File: config.mk
export PLATFORM = sky130hd
export DESIGN_NAME = http_uri_origin_form_scanner
export DESIGN_NICKNAME = d
export VERILOG_FILES = /design/src/design/uriscan_pkg.sv /design/src/design/uriscan_classify.sv /design/src/design/http_uri_origin_form_scanner.sv
export SDC_FILE = /design/constraint.sdc
export NUM_CORES = 1
export LEC_CHECK = 0
export ABC_AREA = 1
export BUFFER_PORTS_ARGS = -buffer_cell sky130_fd_sc_hd__buf_2
export CORE_MARGIN = 2
export CORE_UTILIZATION = 58
export CTS_CLUSTER_SIZE = 12
export DETAILED_ROUTE_END_ITERATION = 12
export GPL_TIMING_DRIVEN = 0
export PLACE_DENSITY = 0.88
export SLEW_MARGIN = 20
export SYNTH_ARGS = -nofsm -noshare
export SYNTH_HDL_FRONTEND = slang
export SYNTH_SLANG_ARGS = --single-unit
File: constraint.sdc
create_clock -name i_clk -period 3.4 [get_ports i_clk]
set_input_delay 0.34 -clock i_clk [delete_from_list [all_inputs] [get_ports i_clk]]
set_output_delay 0.34 -clock i_clk [all_outputs]
set_load 0.01 [all_outputs]
File: src/design/uriscan_pkg.sv
// Package for the HTTP origin-form URI scanner.
// Holds the phase, kind and status codes, the byte constants and the result type.
// No dependencies.
package uriscan_pkg;

    // Scanner phase
    typedef enum logic [1:0] {
        PH_IDLE  = 2'd0,
        PH_PATH  = 2'd1,
        PH_QUERY = 2'd2
    } t_phase;

    // Classification of one byte
    typedef enum logic [1:0] {
        KIND_PATH  = 2'd0,
        KIND_QSEP  = 2'd1,
        KIND_QUERY = 2'd2,
        KIND_SPACE = 2'd3
    } t_kind;

    // Request status
    typedef enum logic [1:0] {
        ST_OK      = 2'd0,
        ST_BAD     = 2'd1,
        ST_TOOLONG = 2'd2
    } t_status;

    localparam int unsigned LEN_W = 16;

    localparam logic [7:0]       CH_SLASH  = 8'h2F;
    localparam logic [7:0]       CH_HASH   = 8'h23;
    localparam logic [7:0]       CH_QMARK  = 8'h3F;
    localparam logic [7:0]       CH_SPACE  = 8'h20;
    localparam logic [7:0]       CH_NUL    = 8'h00;
    localparam logic [7:0]       CH_VIS_LO = 8'h21;
    localparam logic [7:0]       CH_VIS_HI = 8'h7E;
    localparam logic [LEN_W-1:0] MAX_LEN_RESET = 16'd8192;

    // One result item
    typedef struct packed {
        t_kind             kind;
        t_status           status;
        logic              done;
        logic [LEN_W-1:0]  len;
    } t_uri_res;

endpackage

File: src/design/uriscan_classify.sv
// Per-byte classifier of the URI scanner: next phase, next length and result.
// Pure combinational logic. Depends on uriscan_pkg.
module uriscan_classify (
    input  uriscan_pkg::t_phase                  i_phase,
    input  logic [uriscan_pkg::LEN_W-1:0]        i_len,
    input  logic [uriscan_pkg::LEN_W-1:0]        i_max_len,
    input  logic [7:0]                           i_char,
    input  logic                                 i_first,
    output logic                                 o_emit,
    output uriscan_pkg::t_phase                  o_phase,
    output logic [uriscan_pkg::LEN_W-1:0]        o_len,
    output uriscan_pkg::t_uri_res                o_res
);

    uriscan_pkg::t_phase            ph;
    uriscan_pkg::t_kind             base_kind;
    logic [uriscan_pkg::LEN_W-1:0]  len_base;
    logic [uriscan_pkg::LEN_W-1:0]  len_inc;
    logic                           too_long;
    logic                           invisible;

    // A first byte restarts the URI with the count cleared
    assign ph        = i_first ? uriscan_pkg::PH_PATH : i_phase;
    assign len_base  = i_first ? '0 : i_len;
    assign len_inc   = len_base + uriscan_pkg::LEN_W'(1);
    assign too_long  = (len_inc >= i_max_len);
    assign invisible = (i_char < uriscan_pkg::CH_VIS_LO) || (i_char > uriscan_pkg::CH_VIS_HI);
    assign base_kind = (ph == uriscan_pkg::PH_PATH) ? uriscan_pkg::KIND_PATH
                                                    : uriscan_pkg::KIND_QUERY;

    // Byte classification
    always_comb begin
        o_emit       = 1'b1;
        o_len        = len_base;
        o_res.kind   = base_kind;
        o_res.status = uriscan_pkg::ST_OK;
        o_res.done   = 1'b0;
        if (i_first && (i_char != uriscan_pkg::CH_SLASH)) begin
            o_res.status = uriscan_pkg::ST_BAD;
            o_res.done   = 1'b1;
        end else if (!i_first && (i_phase != uriscan_pkg::PH_PATH)
                     && (i_phase != uriscan_pkg::PH_QUERY)) begin
            o_emit = 1'b0;
        end else if (i_char == uriscan_pkg::CH_SPACE) begin
            o_res.kind = uriscan_pkg::KIND_SPACE;
            o_res.done = 1'b1;
        end else if ((i_char == uriscan_pkg::CH_NUL) || (i_char == uriscan_pkg::CH_HASH)) begin
            o_res.status = uriscan_pkg::ST_BAD;
            o_res.done   = 1'b1;
        end else begin
            // counted byte
            o_len = len_inc;
            if ((ph == uriscan_pkg::PH_PATH) && (i_char == uriscan_pkg::CH_QMARK)) begin
                o_res.kind = uriscan_pkg::KIND_QSEP;
            end
            if (too_long) begin
                o_res.status = uriscan_pkg::ST_TOOLONG;
                o_res.done   = 1'b1;
            end else if (invisible) begin
                o_res.status = uriscan_pkg::ST_BAD;
                o_res.done   = 1'b1;
            end
        end
        o_res.len = o_len;
    end

    // Phase update: any finished URI drops back to idle; a '?' in the path enters the query
    always_comb begin
        if (!o_emit || o_res.done) begin
            o_phase = uriscan_pkg::PH_IDLE;
        end else if (o_res.kind == uriscan_pkg::KIND_QSEP) begin
            o_phase = uriscan_pkg::PH_QUERY;
        end else begin
            o_phase = ph;
        end
    end

endmodule

File: src/design/http_uri_origin_form_scanner.sv
// Top level of the HTTP origin-form URI scanner: request/result registers and state.
// Depends on uriscan_pkg and uriscan_classify.
//
// Channel   Dir  Handshake              Payload
// s_axis    in   s_axis_tvalid/tready   tdata[7:0] char_in, tuser first
// m_axis    out  m_axis_tvalid/tready   tdata uri_length, tuser kind/status, tlast done
// cfg       in   i_cfg_wr_en            i_cfg_wr_data max_uri_length
//
// One byte accepted per cycle unless stalled; it moves via request then result register.
// Phase and length update in the same cycle the byte moves into the result register,
// so the following byte sees them at once.
// A stalled result register holds the byte in the request register; s_axis_tready
// stays high while the request register is empty or moving on.
// Synchronous active-low reset clears phase, length, valids; max length resets to 8192.
module http_uri_origin_form_scanner (
    input  logic        i_clk,
    input  logic        i_rst_n,
    input  logic        i_cfg_wr_en,
    input  logic [15:0] i_cfg_wr_data,   // max_uri_length
    input  logic        s_axis_tvalid,
    output logic        s_axis_tready,
    input  logic [7:0]  s_axis_tdata,    // [7:0] char_in
    input  logic        s_axis_tuser,    // [0] first
    output logic        m_axis_tvalid,
    input  logic        m_axis_tready,
    output logic [15:0] m_axis_tdata,    // [15:0] uri_length
    output logic [3:0]  m_axis_tuser,    // [1:0] kind, [3:2] status
    output logic        m_axis_tlast     // done_res
);

    logic                           r_in_valid;
    logic [7:0]                     r_in_char;
    logic                           r_in_first;
    logic                           r_out_valid;
    uriscan_pkg::t_uri_res          r_out;
    uriscan_pkg::t_phase            r_phase;
    logic [uriscan_pkg::LEN_W-1:0]  r_len;
    logic [uriscan_pkg::LEN_W-1:0]  r_max_len;

    logic                           n_emit;
    uriscan_pkg::t_phase            n_phase;
    logic [uriscan_pkg::LEN_W-1:0]  n_len;
    uriscan_pkg::t_uri_res          n_res;
    logic                           out_free;
    logic                           adv;

    // Handshake control
    assign out_free      = !r_out_valid || m_axis_tready;
    assign adv           = r_in_valid && out_free;
    assign s_axis_tready = !r_in_valid || adv;

    uriscan_classify u_classify (
        .i_phase   (r_phase),
        .i_len     (r_len),
        .i_max_len (r_max_len),
        .i_char    (r_in_char),
        .i_first   (r_in_first),
        .o_emit    (n_emit),
        .o_phase   (n_phase),
        .o_len     (n_len),
        .o_res     (n_res)
    );

    // Control state
    always_ff @(posedge i_clk) begin
        if (!i_rst_n) begin
            r_in_valid  <= 1'b0;
            r_out_valid <= 1'b0;
            r_phase     <= uriscan_pkg::PH_IDLE;
            r_len       <= '0;
            r_max_len   <= uriscan_pkg::MAX_LEN_RESET;
        end else begin
            if (s_axis_tvalid && s_axis_tready) begin
                r_in_valid <= 1'b1;
            end else if (adv) begin
                r_in_valid <= 1'b0;
            end
            if (adv) begin
                r_out_valid <= n_emit;
                r_phase     <= n_phase;
                r_len       <= n_len;
            end else if (m_axis_tready) begin
                r_out_valid <= 1'b0;
            end
            if (i_cfg_wr_en) begin
                r_max_len <= i_cfg_wr_data;
            end
        end
    end

    // Payload registers
    always_ff @(posedge i_clk) begin
        if (s_axis_tvalid && s_axis_tready) begin
            r_in_char  <= s_axis_tdata;
            r_in_first <= s_axis_tuser;
        end
        if (adv) begin
            r_out <= n_res;
        end
    end

    assign m_axis_tvalid = r_out_valid;
    assign m_axis_tdata  = r_out.len;
    assign m_axis_tuser  = {r_out.status, r_out.kind};
    assign m_axis_tlast  = r_out.done;

`ifndef SYNTHESIS
    // A finished URI always returns the scanner to idle
    a_done_idle: assert property (@(posedge i_clk) disable iff (!i_rst_n)
        (adv && n_emit && n_res.done) |=> (r_phase == uriscan_pkg::PH_IDLE))
        else $error("phase not idle after end of URI");

    // Any error status ends the URI
    a_err_last: assert property (@(posedge i_clk) disable iff (!i_rst_n)
        (m_axis_tvalid && (r_out.status != uriscan_pkg::ST_OK)) |-> m_axis_tlast)
        else $error("error result without tlast");

    // Closing space is never an error
    a_space_ok: assert property (@(posedge i_clk) disable iff (!i_rst_n)
        (m_axis_tvalid && (r_out.kind == uriscan_pkg::KIND_SPACE))
            |-> ((r_out.status == uriscan_pkg::ST_OK) && m_axis_tlast))
        else $error("closing space with bad status");

    // An empty result register never blocks a request
    a_ready_free: assert property (@(posedge i_clk) disable iff (!i_rst_n)
        !r_out_valid |-> s_axis_tready)
        else $error("request stalled with free result register");
`endif

endmodule

Word level (Yosys, flattened, before mapping)
Index checks and enable logic that the tools add are counted.

word-level totals
  register bits after elaboration = 66
  output and inout bits = 23
  word-level logic and storage cells = 69

operators by class
  $lt $le $gt $ge = 3
  equality and inequality tests = 8
  mux-type cells = 26
  reductions and logical operators = 19
  $add $sub $neg = 1

operators with widths
  cell                                                                              count
  16-bit two-way mux                                                                5
  8-bit by 6-bit equality test with 1-bit output (second input constant)            3
  2-bit two-way mux                                                                 10
  16-bit by 1-bit adder with 16-bit output (second input constant)                  1
  16-bit >= comparator                                                              1
  8-bit by 7-bit greater-than comparator with 1-bit output (second input constant)  1
  8-bit logical NOT                                                                 1
  8-bit by 6-bit less-than comparator with 1-bit output (second input constant)     1
  1-bit two-way mux                                                                 8
  8-bit by 6-bit inequality test with 1-bit output (second input constant)          1
  1-bit logical AND                                                                 6
  3-bit two-way mux                                                                 2
  1-bit logical OR                                                                  5
  5-bit two-way mux                                                                 1
  2-bit by 1-bit equality test with 1-bit output (second input constant)            2
  1-bit logical NOT                                                                 4
  2-bit nonzero test                                                                2
  4-bit OR reduction                                                                1
  2-bit by 1-bit inequality test with 1-bit output (second input constant)          1
  2-bit inequality test (second input constant)                                     1

Logic depth before layout (Yosys ltp)
  word-level depth = 11
  depth in mapped cells = 22

Modules after synthesis
From an unflattened synthesis, not the netlist that was laid out.

unflattened totals
  cell total of the unflattened synthesis = 547
  area total of the unflattened synthesis = 4076.4 um2

modules (own cells, without submodules)
  module                        cells each  sequential area each (um2)  area an instance (um2)  instances
  http_uri_origin_form_scanner  229         1621.6                      2347.3                  1
  uriscan_classify              318         0.0                         1729.2                  1

Least setup slack after synthesis
Ideal clock, no wire load.

  path type = register -> register
  from = register r_in_first
  to = register r_out (netlist bit m_axis_tuser[2]), data pin
  clock period less this slack = 2.830 ns
  stages on the path, launching flop included = 23
  setup time = 0.258 ns
  slack = 0.570 ns
  data required time = 3.142 ns
  data arrival time = 2.572 ns
  path through = edfxtp_1 -> buf_6 -> buf_6 -> nor2_1 -> ha_1 -> inv_1 -> nor2_1 -> nand2_1 -> nor2_2 -> nand2_1 -> xor2_1 -> ha_1 -> nand2_1 -> inv_1 -> nand2_1 -> nor2_1 -> nor2_1 -> nand2_1 -> nand2_1 -> nand2_1 -> nor2_1 -> o21ai_0 -> nand2_1

between the ends
  longest elaborated chain between the ends = 7
  elaborated cells on any way between the ends = 11
  those cells by class = add/sub (1); order compare (1); mux (5); reduce/logical (4)

RTL lines
  item                                      RTL line                            text
  from (decl)                               http_uri_origin_form_scanner.sv:33  logic r_in_first;
  from (signal assigned)                    http_uri_origin_form_scanner.sv:95  r_in_first <= s_axis_tuser;
  16-bit two-way mux                        uriscan_classify.sv:24              assign len_base = i_first ? '0 : i_len;
  16-bit by 1-bit adder with 16-bit output  uriscan_classify.sv:25              assign len_inc = len_base + uriscan_pkg::LEN_W'(1);
  16-bit >= comparator                      uriscan_classify.sv:26              assign too_long = (len_inc >= i_max_len);
  3-bit two-way mux                         uriscan_classify.sv:56              if (too_long) begin
  3-bit two-way mux                         uriscan_classify.sv:47              end else if ((i_char == uriscan_pkg::CH_NUL) || (i_char == uriscan_pkg::CH_HASH)) begin
  2-bit two-way mux                         uriscan_classify.sv:44              end else if (i_char == uriscan_pkg::CH_SPACE) begin
  5-bit two-way mux                         uriscan_classify.sv:41              end else if (!i_first && (i_phase != uriscan_pkg::PH_PATH)
  to (signal assigned)                      http_uri_origin_form_scanner.sv:98  r_out <= n_res;
  to (decl)                                 http_uri_origin_form_scanner.sv:35  uriscan_pkg::t_uri_res r_out;

Several ways; a longest one is shown, not always the timed one.
A chain may end at the register's enable or synchronous reset.

==> impl_results.rst <==
.. list-table::
   :header-rows: 1

   * - Metric
     - Value
   * - Floorplan row count
     - 29
   * - Average detailed-routed wire length per instance
     - approximately 14 µm
   * - Leftover overflow at the end of global routing
     - 0
   * - Clock skew after layout
     - 10.85 ps
   * - CTS tree
     - yes
   * - Area share of the largest cell type after synthesis
     - 24.06%
   * - Sinks on the clock net
     - 66
   * - Final Core Density
     - between 60% and 70%
   * - Initial core utilization
     - 59.29%
   * - Half-perimeter wire length of the detailed placement result
     - about 6600 µm
   * - Biggest area consumer among synthesized cells
     - edfxtp_1
   * - Violation count after the first detailed-routing iteration
     - 213
   * - Maximum vdd drop
     - approximately 0.0004 V
   * - Fraction of met3 tracks used by global routing
     - 5.801%
   * - Worst-path fanout max
     - 10
   * - Number of buffers created by CTS
     - 9
   * - Synth top area cells
     - edfxtp_1 24%, dfxtp_1 19%, nand2_1 11%
   * - Leak pwr
     - 2.177 nW
   * - Number of I/O pins
     - 53
   * - Peak clock frequency supported by timing
     - 0.3171 GHz
   * - Final slew viol count
     - 0
   * - Hold WC Path Type
     - input pin to register
   * - Relative slew margins
     - between 40% and 50%
   * - Post-route clock period utilization
     - 92.76%
   * - Count of cell types in the netlist
     - 31
   * - GP Congestion
     - ~0.95
   * - PnR Total Power
     - 1.996 mW
   * - Clk Latency, worst-skew pair
     - 350 ps
   * - Nets@finish
     - 609
   * - Number of detailed-route iterations in the first pass
     - 5
   * - Critical path capture point type
     - register
   * - Biggest cell delay along the critical path
     - 380 ps
   * - Met2 routing resource usage after global routing
     - between 40% and 50%
   * - CP Cell Sequence
     - buf_6 > buf_6 > nor2_4 > ha_1 > nand2_1 > nor2_2 > nand4_1 > nor2_2 > xor2_2 > ha_1 > nand2_1 > o21ai_0 > a21oi_1 > nand2_2 > nor2_2 > nor2_1
   * - Number of cell instances on the worst register-to-register path
     - 16
   * - Die X-Extent
     - 84.34 µm
   * - Result of the run
     - complete, no violations
   * - Residual DRC
     - 0
   * - Final Hold Fails
     - 0
   * - Global-route track usage on met1
     - 31.99%
   * - Max-cap check violation count
     - 0
   * - Post-CTS clock slew at the launch and capture registers of the worst setup and hold paths
     - 80 ps
   * - Library cell used as clock root buffer
     - clkbuf_8
   * - GRT busiest layer
     - met2
   * - Worst EP required
     - between 3000 and 4000 ps
   * - RSZ-0062 raised after global routing
     - no
   * - Total power density per cell area
     - 454.8 nW/µm²
   * - R2R setup slack
     - 250 ps
   * - Vert. Die Dim
     - 84.34 µm
   * - Area growth from synthesis to layout
     - 17.25%
   * - Arrival time worst endpoint
     - between 3000 and 4000 ps
   * - Post-Synthesis Mean Instance Area
     - ~7.5 µm²
   * - Yosys warnings
     - 0
   * - Crit path top cell by count
     - nor2_2
   * - Clock Path Buffers
     - 2
   * - Fraction of the yosys area taken by sequential cells
     - 43.32%
   * - Via density
     - 5.205
   * - Number of instances in the synthesized netlist
     - around 500
   * - Fraction of layout cells with a size suffix above 1
     - a little under a fifth
   * - Total via count after detailed routing
     - roughly 3.4k
   * - Post-layout minimum cycle time
     - 3154 ps
   * - Buffers inserted by post-CTS timing repair
     - 0
   * - Hold path depth
     - 1
   * - Actual slew at the worst max-slew pin
     - 767.3 ps
   * - Diodes inserted
     - 0
   * - Worst Setup Path Type
     - register to register
   * - Placeable core region
     - ~6300 µm²
   * - Setup violators final
     - 0
   * - Largest net degree at the start of global routing
     - 31
   * - Post-synthesis cell area
     - about 3700 µm²
   * - DIE AREA
     - ~7100 µm²
   * - Buffers added on ports
     - 52
   * - Global-route usage over all layers
     - 25.92%
   * - Routed wire length
     - 8812 µm
   * - Vias in the first global route
     - 3169
   * - Wire length of the first global-routing pass
     - about 14000 µm
   * - Crit start category
     - register
   * - Synthesized Nets
     - 546
   * - Max stage delay cell, worst path
     - edfxtp_1
   * - Synthesized flop and latch total
     - 66
   * - Maximum level of the CTS H-tree
     - 3
   * - Number of routed nets with antenna violations
     - 0
   * - Antenna violations before repair
     - 0
-- worst max-delay path: cells and delay by family, from the launching register on --
family / cells / cell delay (ps)
and+or+nand+nor: 9 / 1160
xor gates and xnor gates: 1 / 230
AOI/OAI and AO/OA: 2 / 340
adders and majority gates: 2 / 470
buffers and inverters: 2 / 310
DFF: 1 / 380
-- synth_stat cells --
cell type and n:
buf_4 1, nand2_2 4, nand3b_1 2, o21ai_1 8, inv_2 3, ha_1 17
o21ai_2 2, xor2_1 7, dfxtp_1 36, nand4_1 5, inv_1 99, inv_4 2
nor2_1 43, and2_1 2, nor2_8 1, clkbuf_1 9, o21ai_0 32, a21oi_1 45
o21ai_4 1, nand3_1 19, clkinv_1 1, o211ai_1 3, nor3_2 1, edfxtp_1 30
nor3_1 2, o21a_1 1, nand3_4 1, buf_6 2, nor2_4 4, nand2_1 109
nor2_2 7
-- final cells by class --
class	count	area, µm²
clock inverters	7	117.6
fillers	525	1924
plain buffers	12	65.06
well taps	77	96.34
repair buffers	52	260.3
clock buffers	9	123.9
multi-input cells	316	1705
flip-flops and latches	66	1622
inverters	105	399.1
-- power breakdown --
part / internal [mW] / leakage, nW / switching, mW
Combinational: 0.0972 / 1.48 / 0.187
Clock: 0.485 / 0.113 / 0.323
Sequential: 0.881 / 0.586 / 0.0227
Total: 1.46 / 2.18 / 0.532
-- placed cells by master (no fill, tap or decap), types with 2 or more instances in the layout --
cell type   netlist  routed
nand2_1         109     107
inv_1            99      99
buf_2             0      52
a21oi_1          45      45
nor2_1           43      39
dfxtp_1          36      36
o21ai_0          32      31
edfxtp_1         30      30
nand3_1          19      19
ha_1             17      17
nor2_2            7      10
o21ai_1           8       9
clkbuf_8          0       9
clkbuf_1          9       8
nand2_2           4       6
nor2_4            4       5
nand4_1           5       5
xor2_1            7       5
inv_2             3       3
o211ai_1          3       3
bufinv_16         0       3
buf_6             2       2
inv_4             2       2
xor2_2            0       2
o21ai_2           2       2
clkinv_1          1       2
nand3b_1          2       2
and2_1            2       2
clkinvlp_4        0       2
-- metrics by stage --
step / area [µm²] / cells / hold WS, ps / setup TNS [ps] / setup slack (ps)
global placement: 4100 / 628 / 456.2 / 0 / 9.465
global route: 4389 / 644 / 145.4 / 0 / 10.67
CTS: 4353 / 644 / 152.9 / 0 / 73.02
finish: 4389 / 644 / 158.3 / 0 / 246.3
detailed placement: 4101 / 628 / 463.7 / -111.0 / -42.44
floorplan: 3744 / 499 / 438.9 / 0 / 569.9
-- worst paths after layout --
path,startpoint,endpoint
min,s_axis_tdata[1],r_in_char[1]
min reg2reg,r_max_len[6],r_max_len[6]
max,r_in_first,m_axis_tlast
max reg2reg,r_in_first,m_axis_tlast
-- what timing repair did --
| item | in CTS | in global routing |
|---|---|---|
| pin swaps | 0 | 0 |
| setup endpoints to repair | 4 | 4 |
| hold buffers | 0 | 0 |
| hold endpoints to repair | 0 | 0 |
| resized for setup | 2 | 10 |
-- logic make-up after synthesis --
| group | share of synthesized area (%) |
|---|---|
| flops | 43.32 |
| compound gates | 13.07 |
| xor+xnor | 1.638 |
| simple gates | 23.93 |
| buf+inv | 12.37 |
| fa+ha+maj | 5.682 |
-- per-layer routing --
layer	share of wire (%)	routed length (µm)	up-vias
li1	-	-	1699
met2	49	4336	113
met3	7.8	688	15
met5	0	0	-
met1	41	3629	1525
met4	1.8	158	0
-- flip-flops by register name (all words and copies together) (netlist names) --
signal / flops
m_axis_tdata: 16
r_len: 16
r_max_len: 16
r_in_char: 8
m_axis_tuser: 4
r_phase: 2
m_axis_tlast: 1
m_axis_tvalid: 1
r_in_first: 1
r_in_valid: 1
(Power assumes the default switching activity.)
